**config.mk**
```make
export PLATFORM = sky130hd
export DESIGN_NAME = display_test_pattern_generator
export DESIGN_NICKNAME = d
export VERILOG_FILES = /design/src/dtpg_pkg.sv /design/src/display_test_pattern_generator.sv
export SDC_FILE = /design/constraint.sdc
export NUM_CORES = 1
export LEC_CHECK = 0
export BUFFER_PORTS_ARGS = -buffer_cell sky130_fd_sc_hd__buf_2
export CAP_MARGIN = 20
export CORE_ASPECT_RATIO = 1.2
export CORE_MARGIN = 2
export CORE_UTILIZATION = 57
export DETAILED_ROUTE_END_ITERATION = 10
export PLACE_DENSITY = 0.95
export SLEW_MARGIN = 20
export SYNTH_ARGS = -nofsm -noshare
export SYNTH_HDL_FRONTEND = slang
export SYNTH_SLANG_ARGS = --single-unit
```
**constraint.sdc**
```tcl
create_clock -name clk_i -period 7.34 [get_ports clk_i]
set_input_delay 0.367 -clock clk_i [delete_from_list [all_inputs] [get_ports clk_i]]
set_output_delay 0.367 -clock clk_i [all_outputs]
set_load 0.005 [all_outputs]
```
**src/dtpg_pkg.sv**
```systemverilog
// package for the display test pattern generator: geometry constants and colour tables
`timescale 1ns / 1ps

package dtpg_pkg;

  localparam int WIDTH  = 480;
  localparam int HEIGHT = 272;
  localparam int MARGIN = 20;
  localparam int BAR_W  = WIDTH / 7;

  // internal coordinate width, holds sums of a coordinate and a screen size
  localparam int CW = 13;
  localparam int XW = 9;

  typedef logic [CW-1:0] coord_t;
  typedef logic [2:0]    bar_idx_t;

  localparam int TIER1   = (HEIGHT * 67) / 100;
  localparam int TIER2   = (HEIGHT * 75) / 100;
  localparam int SPLIT_I = (BAR_W * 5) / 4;
  localparam int SPLIT_W = (BAR_W * 5) / 2;
  localparam int SPLIT_Q = (BAR_W * 15) / 4;
  localparam int SPLIT_B = BAR_W * 5;
  localparam int SPLIT_P = BAR_W * 6;
  localparam int STRIPE  = BAR_W / 3;

  localparam int NUM_BARS = 7;

  function automatic logic [15:0] pack565(logic [7:0] r, logic [7:0] g, logic [7:0] b);
    pack565 = {r[7:3], g[7:2], b[7:3]};
  endfunction

  function automatic logic [15:0] top_bar(bar_idx_t idx);
    case (idx)
      3'd0:    top_bar = pack565(8'd192, 8'd192, 8'd192);
      3'd1:    top_bar = pack565(8'd192, 8'd192, 8'd0);
      3'd2:    top_bar = pack565(8'd0,   8'd192, 8'd192);
      3'd3:    top_bar = pack565(8'd0,   8'd192, 8'd0);
      3'd4:    top_bar = pack565(8'd192, 8'd0,   8'd192);
      3'd5:    top_bar = pack565(8'd192, 8'd0,   8'd0);
      default: top_bar = pack565(8'd0,   8'd0,   8'd192);
    endcase
  endfunction

  function automatic logic [15:0] mid_bar(bar_idx_t idx);
    case (idx)
      3'd0:    mid_bar = pack565(8'd0,   8'd0,   8'd192);
      3'd1:    mid_bar = pack565(8'd0,   8'd0,   8'd0);
      3'd2:    mid_bar = pack565(8'd192, 8'd0,   8'd192);
      3'd3:    mid_bar = pack565(8'd0,   8'd0,   8'd0);
      3'd4:    mid_bar = pack565(8'd0,   8'd192, 8'd192);
      3'd5:    mid_bar = pack565(8'd0,   8'd0,   8'd0);
      default: mid_bar = pack565(8'd192, 8'd192, 8'd192);
    endcase
  endfunction

endpackage

```
**src/display_test_pattern_generator.sv**
```systemverilog
// top level: pixel coordinate in, rgb565 test pattern colour out
`timescale 1ns / 1ps

// Usage: drive x_i/y_i with a pixel coordinate and pulse start; busy is
// always low, so a coordinate may be issued on every clock. Each accepted
// beat is latched into an input register, coloured by one level of compare
// logic and latched into the result register: pixel_rgb565_o is shown with
// strobe_o high for exactly one cycle, once the beat has passed both the
// input and the result register. Throughput is one pixel per cycle. The
// receiver cannot stall: every result is shown once and then replaced by
// the next one. Pattern choice comes from an APB-style register at
// addresses 0 to 3, as only paddr[2] is decoded (bit 0: 0 calibration
// card, 1 colour bars); write it only while no pixel is in flight. Reset
// clears the pattern select to the calibration card and drops any pixels
// in flight; there is no clearing pass.
module display_test_pattern_generator (
  input  logic                      clk_i,
  input  logic                      rst_ni,
  input  logic                      start,
  output logic                      busy,
  input  logic [dtpg_pkg::XW-1:0]   x_i,
  input  logic [dtpg_pkg::XW-1:0]   y_i,
  output logic                      strobe_o,
  output logic [15:0]               pixel_rgb565_o,
  input  logic                      psel,
  input  logic                      penable,
  input  logic                      pwrite,
  input  logic [2:0]                paddr,
  input  logic [31:0]               pwdata,
  output logic [31:0]               prdata,
  output logic                      pready
);

  localparam dtpg_pkg::coord_t C_W    = dtpg_pkg::coord_t'(dtpg_pkg::WIDTH);
  localparam dtpg_pkg::coord_t C_H    = dtpg_pkg::coord_t'(dtpg_pkg::HEIGHT);
  localparam dtpg_pkg::coord_t C_M    = dtpg_pkg::coord_t'(dtpg_pkg::MARGIN);
  localparam dtpg_pkg::coord_t C_W_M  = dtpg_pkg::coord_t'(dtpg_pkg::WIDTH - dtpg_pkg::MARGIN);
  localparam dtpg_pkg::coord_t C_H_M  = dtpg_pkg::coord_t'(dtpg_pkg::HEIGHT - dtpg_pkg::MARGIN);
  localparam dtpg_pkg::coord_t C_W2   = dtpg_pkg::coord_t'(2 * dtpg_pkg::WIDTH);
  localparam dtpg_pkg::coord_t C_T1   = dtpg_pkg::coord_t'(dtpg_pkg::TIER1);
  localparam dtpg_pkg::coord_t C_T2   = dtpg_pkg::coord_t'(dtpg_pkg::TIER2);
  localparam dtpg_pkg::coord_t C_SI   = dtpg_pkg::coord_t'(dtpg_pkg::SPLIT_I);
  localparam dtpg_pkg::coord_t C_SW   = dtpg_pkg::coord_t'(dtpg_pkg::SPLIT_W);
  localparam dtpg_pkg::coord_t C_SQ   = dtpg_pkg::coord_t'(dtpg_pkg::SPLIT_Q);
  localparam dtpg_pkg::coord_t C_SB   = dtpg_pkg::coord_t'(dtpg_pkg::SPLIT_B);
  localparam dtpg_pkg::coord_t C_SP   = dtpg_pkg::coord_t'(dtpg_pkg::SPLIT_P);
  localparam dtpg_pkg::coord_t C_PL1  =
    dtpg_pkg::coord_t'(dtpg_pkg::SPLIT_B + dtpg_pkg::STRIPE);
  localparam dtpg_pkg::coord_t C_PL2  =
    dtpg_pkg::coord_t'(dtpg_pkg::SPLIT_B + 2 * dtpg_pkg::STRIPE);

  // register file
  logic sel_q;
  logic cfg_wr;

  assign pready = 1'b1;
  assign busy   = 1'b0;
  assign cfg_wr = psel && penable && pwrite && pready && (paddr[2] == 1'b0);
  assign prdata = {31'd0, sel_q};

  always_ff @(posedge clk_i or negedge rst_ni) begin
    if (!rst_ni) begin
      sel_q <= 1'b0;
    end else if (cfg_wr) begin
      sel_q <= pwdata[0];
    end
  end

  // input register
  logic                    vld_q;
  logic [dtpg_pkg::XW-1:0] x_q;
  logic [dtpg_pkg::XW-1:0] y_q;

  always_ff @(posedge clk_i or negedge rst_ni) begin
    if (!rst_ni) begin
      vld_q <= 1'b0;
    end else begin
      vld_q <= start && !busy;
    end
  end

  always_ff @(posedge clk_i) begin
    if (start && !busy) begin
      x_q <= x_i;
      y_q <= y_i;
    end
  end

  // colour logic
  dtpg_pkg::coord_t   xw;
  dtpg_pkg::coord_t   yw;
  dtpg_pkg::coord_t   x3;
  logic               in_v;
  logic               in_h;
  logic [15:0]        card_pix;
  logic [15:0]        bars_pix;
  dtpg_pkg::bar_idx_t bar_idx;

  assign xw   = dtpg_pkg::coord_t'(x_q);
  assign yw   = dtpg_pkg::coord_t'(y_q);
  assign x3   = (xw << 1) + xw;
  assign in_v = (yw > C_M) && (yw < C_H_M);
  assign in_h = (xw > C_M) && (xw < C_W_M);

  always_comb begin
    if (xw < C_M && yw < C_M) begin
      card_pix = dtpg_pkg::pack565(8'd255, 8'd255, 8'd255);
    end else if (xw < C_M && in_v) begin
      card_pix = dtpg_pkg::pack565(8'd0, 8'd0, 8'd255);
    end else if (yw < C_M && in_h) begin
      card_pix = dtpg_pkg::pack565(8'd0, 8'd255, 8'd0);
    end else if (xw > C_W_M && in_v) begin
      card_pix = dtpg_pkg::pack565(8'd255, 8'd0, 8'd0);
    end else if (yw > C_H_M && in_h) begin
      card_pix = dtpg_pkg::pack565(8'd255, 8'd255, 8'd0);
    end else if (xw == C_M || xw == C_W_M || yw == C_M || yw == C_H_M) begin
      card_pix = dtpg_pkg::pack565(8'd255, 8'd255, 8'd255);
    end else if (xw == yw || (xw + C_H) == (yw + C_W)) begin
      // second diagonal: x - y == w - h, rearranged to stay unsigned
      card_pix = dtpg_pkg::pack565(8'd255, 8'd0, 8'd255);
    end else if ((xw + yw) == C_W || (xw + yw) == C_H) begin
      card_pix = dtpg_pkg::pack565(8'd0, 8'd255, 8'd255);
    end else if (in_h && in_v) begin
      // thirds of the width: floor(3x/w) compared without a divider
      if (x3 < C_W) begin
        card_pix = dtpg_pkg::pack565(8'd0, 8'd0, y_q[7:0]);
      end else if (x3 < C_W2) begin
        card_pix = dtpg_pkg::pack565(8'd0, y_q[7:0], 8'd0);
      end else begin
        card_pix = dtpg_pkg::pack565(y_q[7:0], 8'd0, 8'd0);
      end
    end else begin
      card_pix = 16'd0;
    end
  end

  // bar index, saturating at the last bar
  always_comb begin
    bar_idx = '0;
    for (int k = 1; k < dtpg_pkg::NUM_BARS; k++) begin
      if (xw >= dtpg_pkg::coord_t'(k * dtpg_pkg::BAR_W)) begin
        bar_idx = dtpg_pkg::bar_idx_t'(k);
      end
    end
  end

  always_comb begin
    if (yw < C_T1) begin
      bars_pix = dtpg_pkg::top_bar(bar_idx);
    end else if (yw < C_T2) begin
      bars_pix = dtpg_pkg::mid_bar(bar_idx);
    end else if (xw < C_SI) begin
      bars_pix = dtpg_pkg::pack565(8'd0, 8'd33, 8'd76);
    end else if (xw < C_SW) begin
      bars_pix = dtpg_pkg::pack565(8'd255, 8'd255, 8'd255);
    end else if (xw < C_SQ) begin
      bars_pix = dtpg_pkg::pack565(8'd56, 8'd0, 8'd110);
    end else if (xw < C_SB) begin
      bars_pix = dtpg_pkg::pack565(8'd19, 8'd19, 8'd19);
    end else if (xw < C_SP) begin
      // pluge stripes
      if (xw < C_PL1) begin
        bars_pix = dtpg_pkg::pack565(8'd11, 8'd11, 8'd11);
      end else if (xw < C_PL2) begin
        bars_pix = dtpg_pkg::pack565(8'd19, 8'd19, 8'd19);
      end else begin
        bars_pix = dtpg_pkg::pack565(8'd27, 8'd27, 8'd27);
      end
    end else begin
      bars_pix = dtpg_pkg::pack565(8'd19, 8'd19, 8'd19);
    end
  end

  // result register
  logic        strobe_q;
  logic [15:0] pix_q;
  logic [15:0] pix_d;

  assign pix_d = sel_q ? bars_pix : card_pix;

  always_ff @(posedge clk_i or negedge rst_ni) begin
    if (!rst_ni) begin
      strobe_q <= 1'b0;
    end else begin
      strobe_q <= vld_q;
    end
  end

  always_ff @(posedge clk_i) begin
    if (vld_q) begin
      pix_q <= pix_d;
    end
  end

  assign strobe_o       = strobe_q;
  assign pixel_rgb565_o = pix_q;

endmodule

```
==> flow_summary.yaml <==
pwr:
  power_frac_comb: 0.393
  pwr-share-seq: 0.416
  ir_drop_uv: 138
  clkPwrFrac: 0.190
  internal_power_uw: 449
  power.switching_uw: 254
  switching_share: 0.361
  p_leak_uw: 0.00180
  p_per_area_nw_per_um2: 176
detailed_routing:
  drc_errors: 0
  drt_wl_total_um: 8350
  ant_nets: 0
  wl_per_cell_um: 15.8
  dr.pass1.iters: 5
  drtIter0Drc: 186
  vias: 3194
  viasPerCell: 6.04
cells_and_area:
  utilization: 0.623
  antenna_cells: 0
  fin_nets: 546
  layout-drive-gt1-share: 0.149
  fin_cells: 529
  design_area_um2: 3990
  layout_common_cells: "ha_1 (43), buf_2 (43), edfxtp_1 (34), conb_1 (33), nand2_1 (32)"
  area_delta_synth_final_pct: 6.51
logic_synthesis:
  synth_cells: 402
  synth_cell_types: 71
  yosysWarningCount: 0
  postSynth.asyncResetShare: 0.0811
  synth_area_um2: 3750
  synth-edff-count: 34
  ys_ff_latch: 37
  seq_area_frac_synth: 0.292
  avgSynthCellArea_um2: 9.33
  ys.flop_type: "edfxtp_1"
setup_path:
  crit_chain: "inv_1 -> ha_1 -> a21o_1 -> a2111oi_0 -> a21oi_1 -> xnor2_2 -> and2b_1 -> nand2_1 -> o21bai_1 -> a221o_1"
  endpoint_kind: "flop"
  critPathMaxStageDelay_ns: 0.60
  crit_fanout: 10
  path_class: "reg2reg"
  critPathLaunchType: "flop"
  cp.required_ns: 7.38
  cp.arrival_ns: 3.46
  slowest_stage: "edfxtp_1"
global_route:
  grt_first_pass_wirelength_um: 13300
  grt_pass1_vias: 2858
  grt_max_degree: 20
  antenna_found_initial: 0
  grt_overflow: 0
  groute.usage.overall: 0.230
sta:
  hold_violations: 0
  grt_setup_unrepaired: "false"
  worst_pin_slew_ns: 0.846
  finalSetupViolations: 0
  setup_ws_ns: 3.91
  timing.final.crit_period_ns: 3.43
  finClkSkew_ns: 0.00597
  max_freq_mhz: 292
  maxSlewViolCount: 0
  relSlewSlack: 0.430
  fin_crit_sh: 0.467
  setup_tns_ns: 0
floorplanning:
  core_area_um2: 6410
  fp.dieArea_um2: 7250
  start_util: 0.585
  placementRows: 32
  die_y_um: 92.9
  die_x_um: 78.0
  io_pins: 110
clock_network:
  cts_max_level: 2
  clk_pin_slew_ns: 0.07
  clk_latency_ns: 0.29
  cts.path.max_buffers: 2
  cts_root_buf: "clkbuf_8"
  cts_made_buffers: 5
  clock-sinks: 37
  postCtsSetupBuffers: 0
  ctsResizeCount: 0
  cts_tree: "yes"
place:
  pre_cts_ws_ns: 4.03
  place.gp.congestion: 0.958
  io_buffers: 43
  dp_hpwl_um: 6620
  placed_cells: 520
  placed_area_um2: 3900
run_status:
  status: "completed"
worst_hold_path:
  hp-class: "in2reg"
job:
  maxCapViolations: 0
==> metal layers <==
| layer | global-route usage | wire length [um] | vias to the layer above |
|---|---|---|---|
| met5 | 0 | 0 | - |
| met4 | 0.110 | 409 | 0 |
| met3 | 0.0419 | 640 | 49 |
| met2 | 0.406 | 4060 | 193 |
| met1 | 0.267 | 3240 | 1432 |
| li1 | - | - | 1520 |
==> kinds of logic after synthesis <==
group | share of synthesized area
buffers and inverters | 0.103
other | 0.00200
DFF | 0.292
adders and majority gates | 0.149
xor gates and xnor gates | 0.0414
muxes | 0.0120
AOI/OAI and AO/OA | 0.245
and+or+nand+nor | 0.155
==> power by group through the flow <==
stage | sequential, uW | combinational [uW] | clock (uW)
6_report | 293 | 276 | 134
2_1_floorplan | 285 | 220 | 0
3_5_place_dp | 295 | 269 | 0
5_1_grt | 295 | 305 | 143
3_3_place_gp | 295 | 259 | 0
4_1_cts | 291 | 271 | 134
==> repair_timing <==
action,in CTS,in global routing
setup endpoints to repair,0,0
hold endpoints to repair,3,0
hold buffers,1,0
==> worst max-delay path, delay by kind of cell, from the launching register on <==
kind / cells / cell delay [ns]
AO/OA/AOI/OAI: 5 / 1.37
XOR/XNOR: 1 / 0.20
adder cells (fa/ha/maj): 1 / 0.44
buffers and inverters: 1 / 0.19
flip-flops: 1 / 0.60
AND/OR/NAND/NOR: 2 / 0.36
==> state kept, by name, summed over array words and instances (netlist names) <==
name            flops
vld_q               1
sel_q               1
strobe_o            1
x_q                 9
pixel_rgb565_o     16
y_q                 9
==> worst paths after layout <==
kind / startpoint / to / cells after the start / slack, ns
max: x_q[4] / pixel_rgb565_o[2] / 10 / 3.91
min: y_i[8] / y_q[8] / 1 / 0.25
max reg2reg: x_q[4] / pixel_rgb565_o[2] / 10 / 3.91
min reg2reg: vld_q / strobe_o / 0 / 0.74
max in group asynchronous: rst_ni / strobe_o / 2 / 6.84
min in group asynchronous: rst_ni / vld_q / 2 / 0.39
==> through the flow <==
stage / hold slack [ns] / power, uW
after detailed placement: 0.168 / 564
final: 0.245 / 702
after CTS: 0.245 / 696
after floorplan: 0.0714 / 505
after global placement: 0.161 / 553
after global routing: 0.241 / 743
==> layout make-up <==
cell class | count | area (um^2)
Clock buffer | 6 | 72.6
Sequential cell | 37 | 1100
Fill cell | 545 | 2410
Tap cell | 85 | 106
Inverter | 27 | 101
Clock inverter | 2 | 10.0
Multi-Input combinational cell | 328 | 2380
Timing Repair Buffer | 44 | 225
==> cell usage after synthesis, types with 6 or more instances <==
cell type	n	area [um^2]
nand2_1	32	120
nor3b_1	7	52.6
a31oi_1	11	68.8
and3_1	6	37.5
o21ai_0	25	125
inv_1	27	101
o21bai_1	8	60.1
buf_4	34	255
a211oi_1	9	67.6
o211ai_1	11	82.6
nor2b_1	6	37.5
nor2_1	13	48.8
ha_1	43	538
edfxtp_1	34	1020
a21oi_1	22	110
a21o_1	6	45.0
Note: power is estimated with default switching activity, not from simulation.
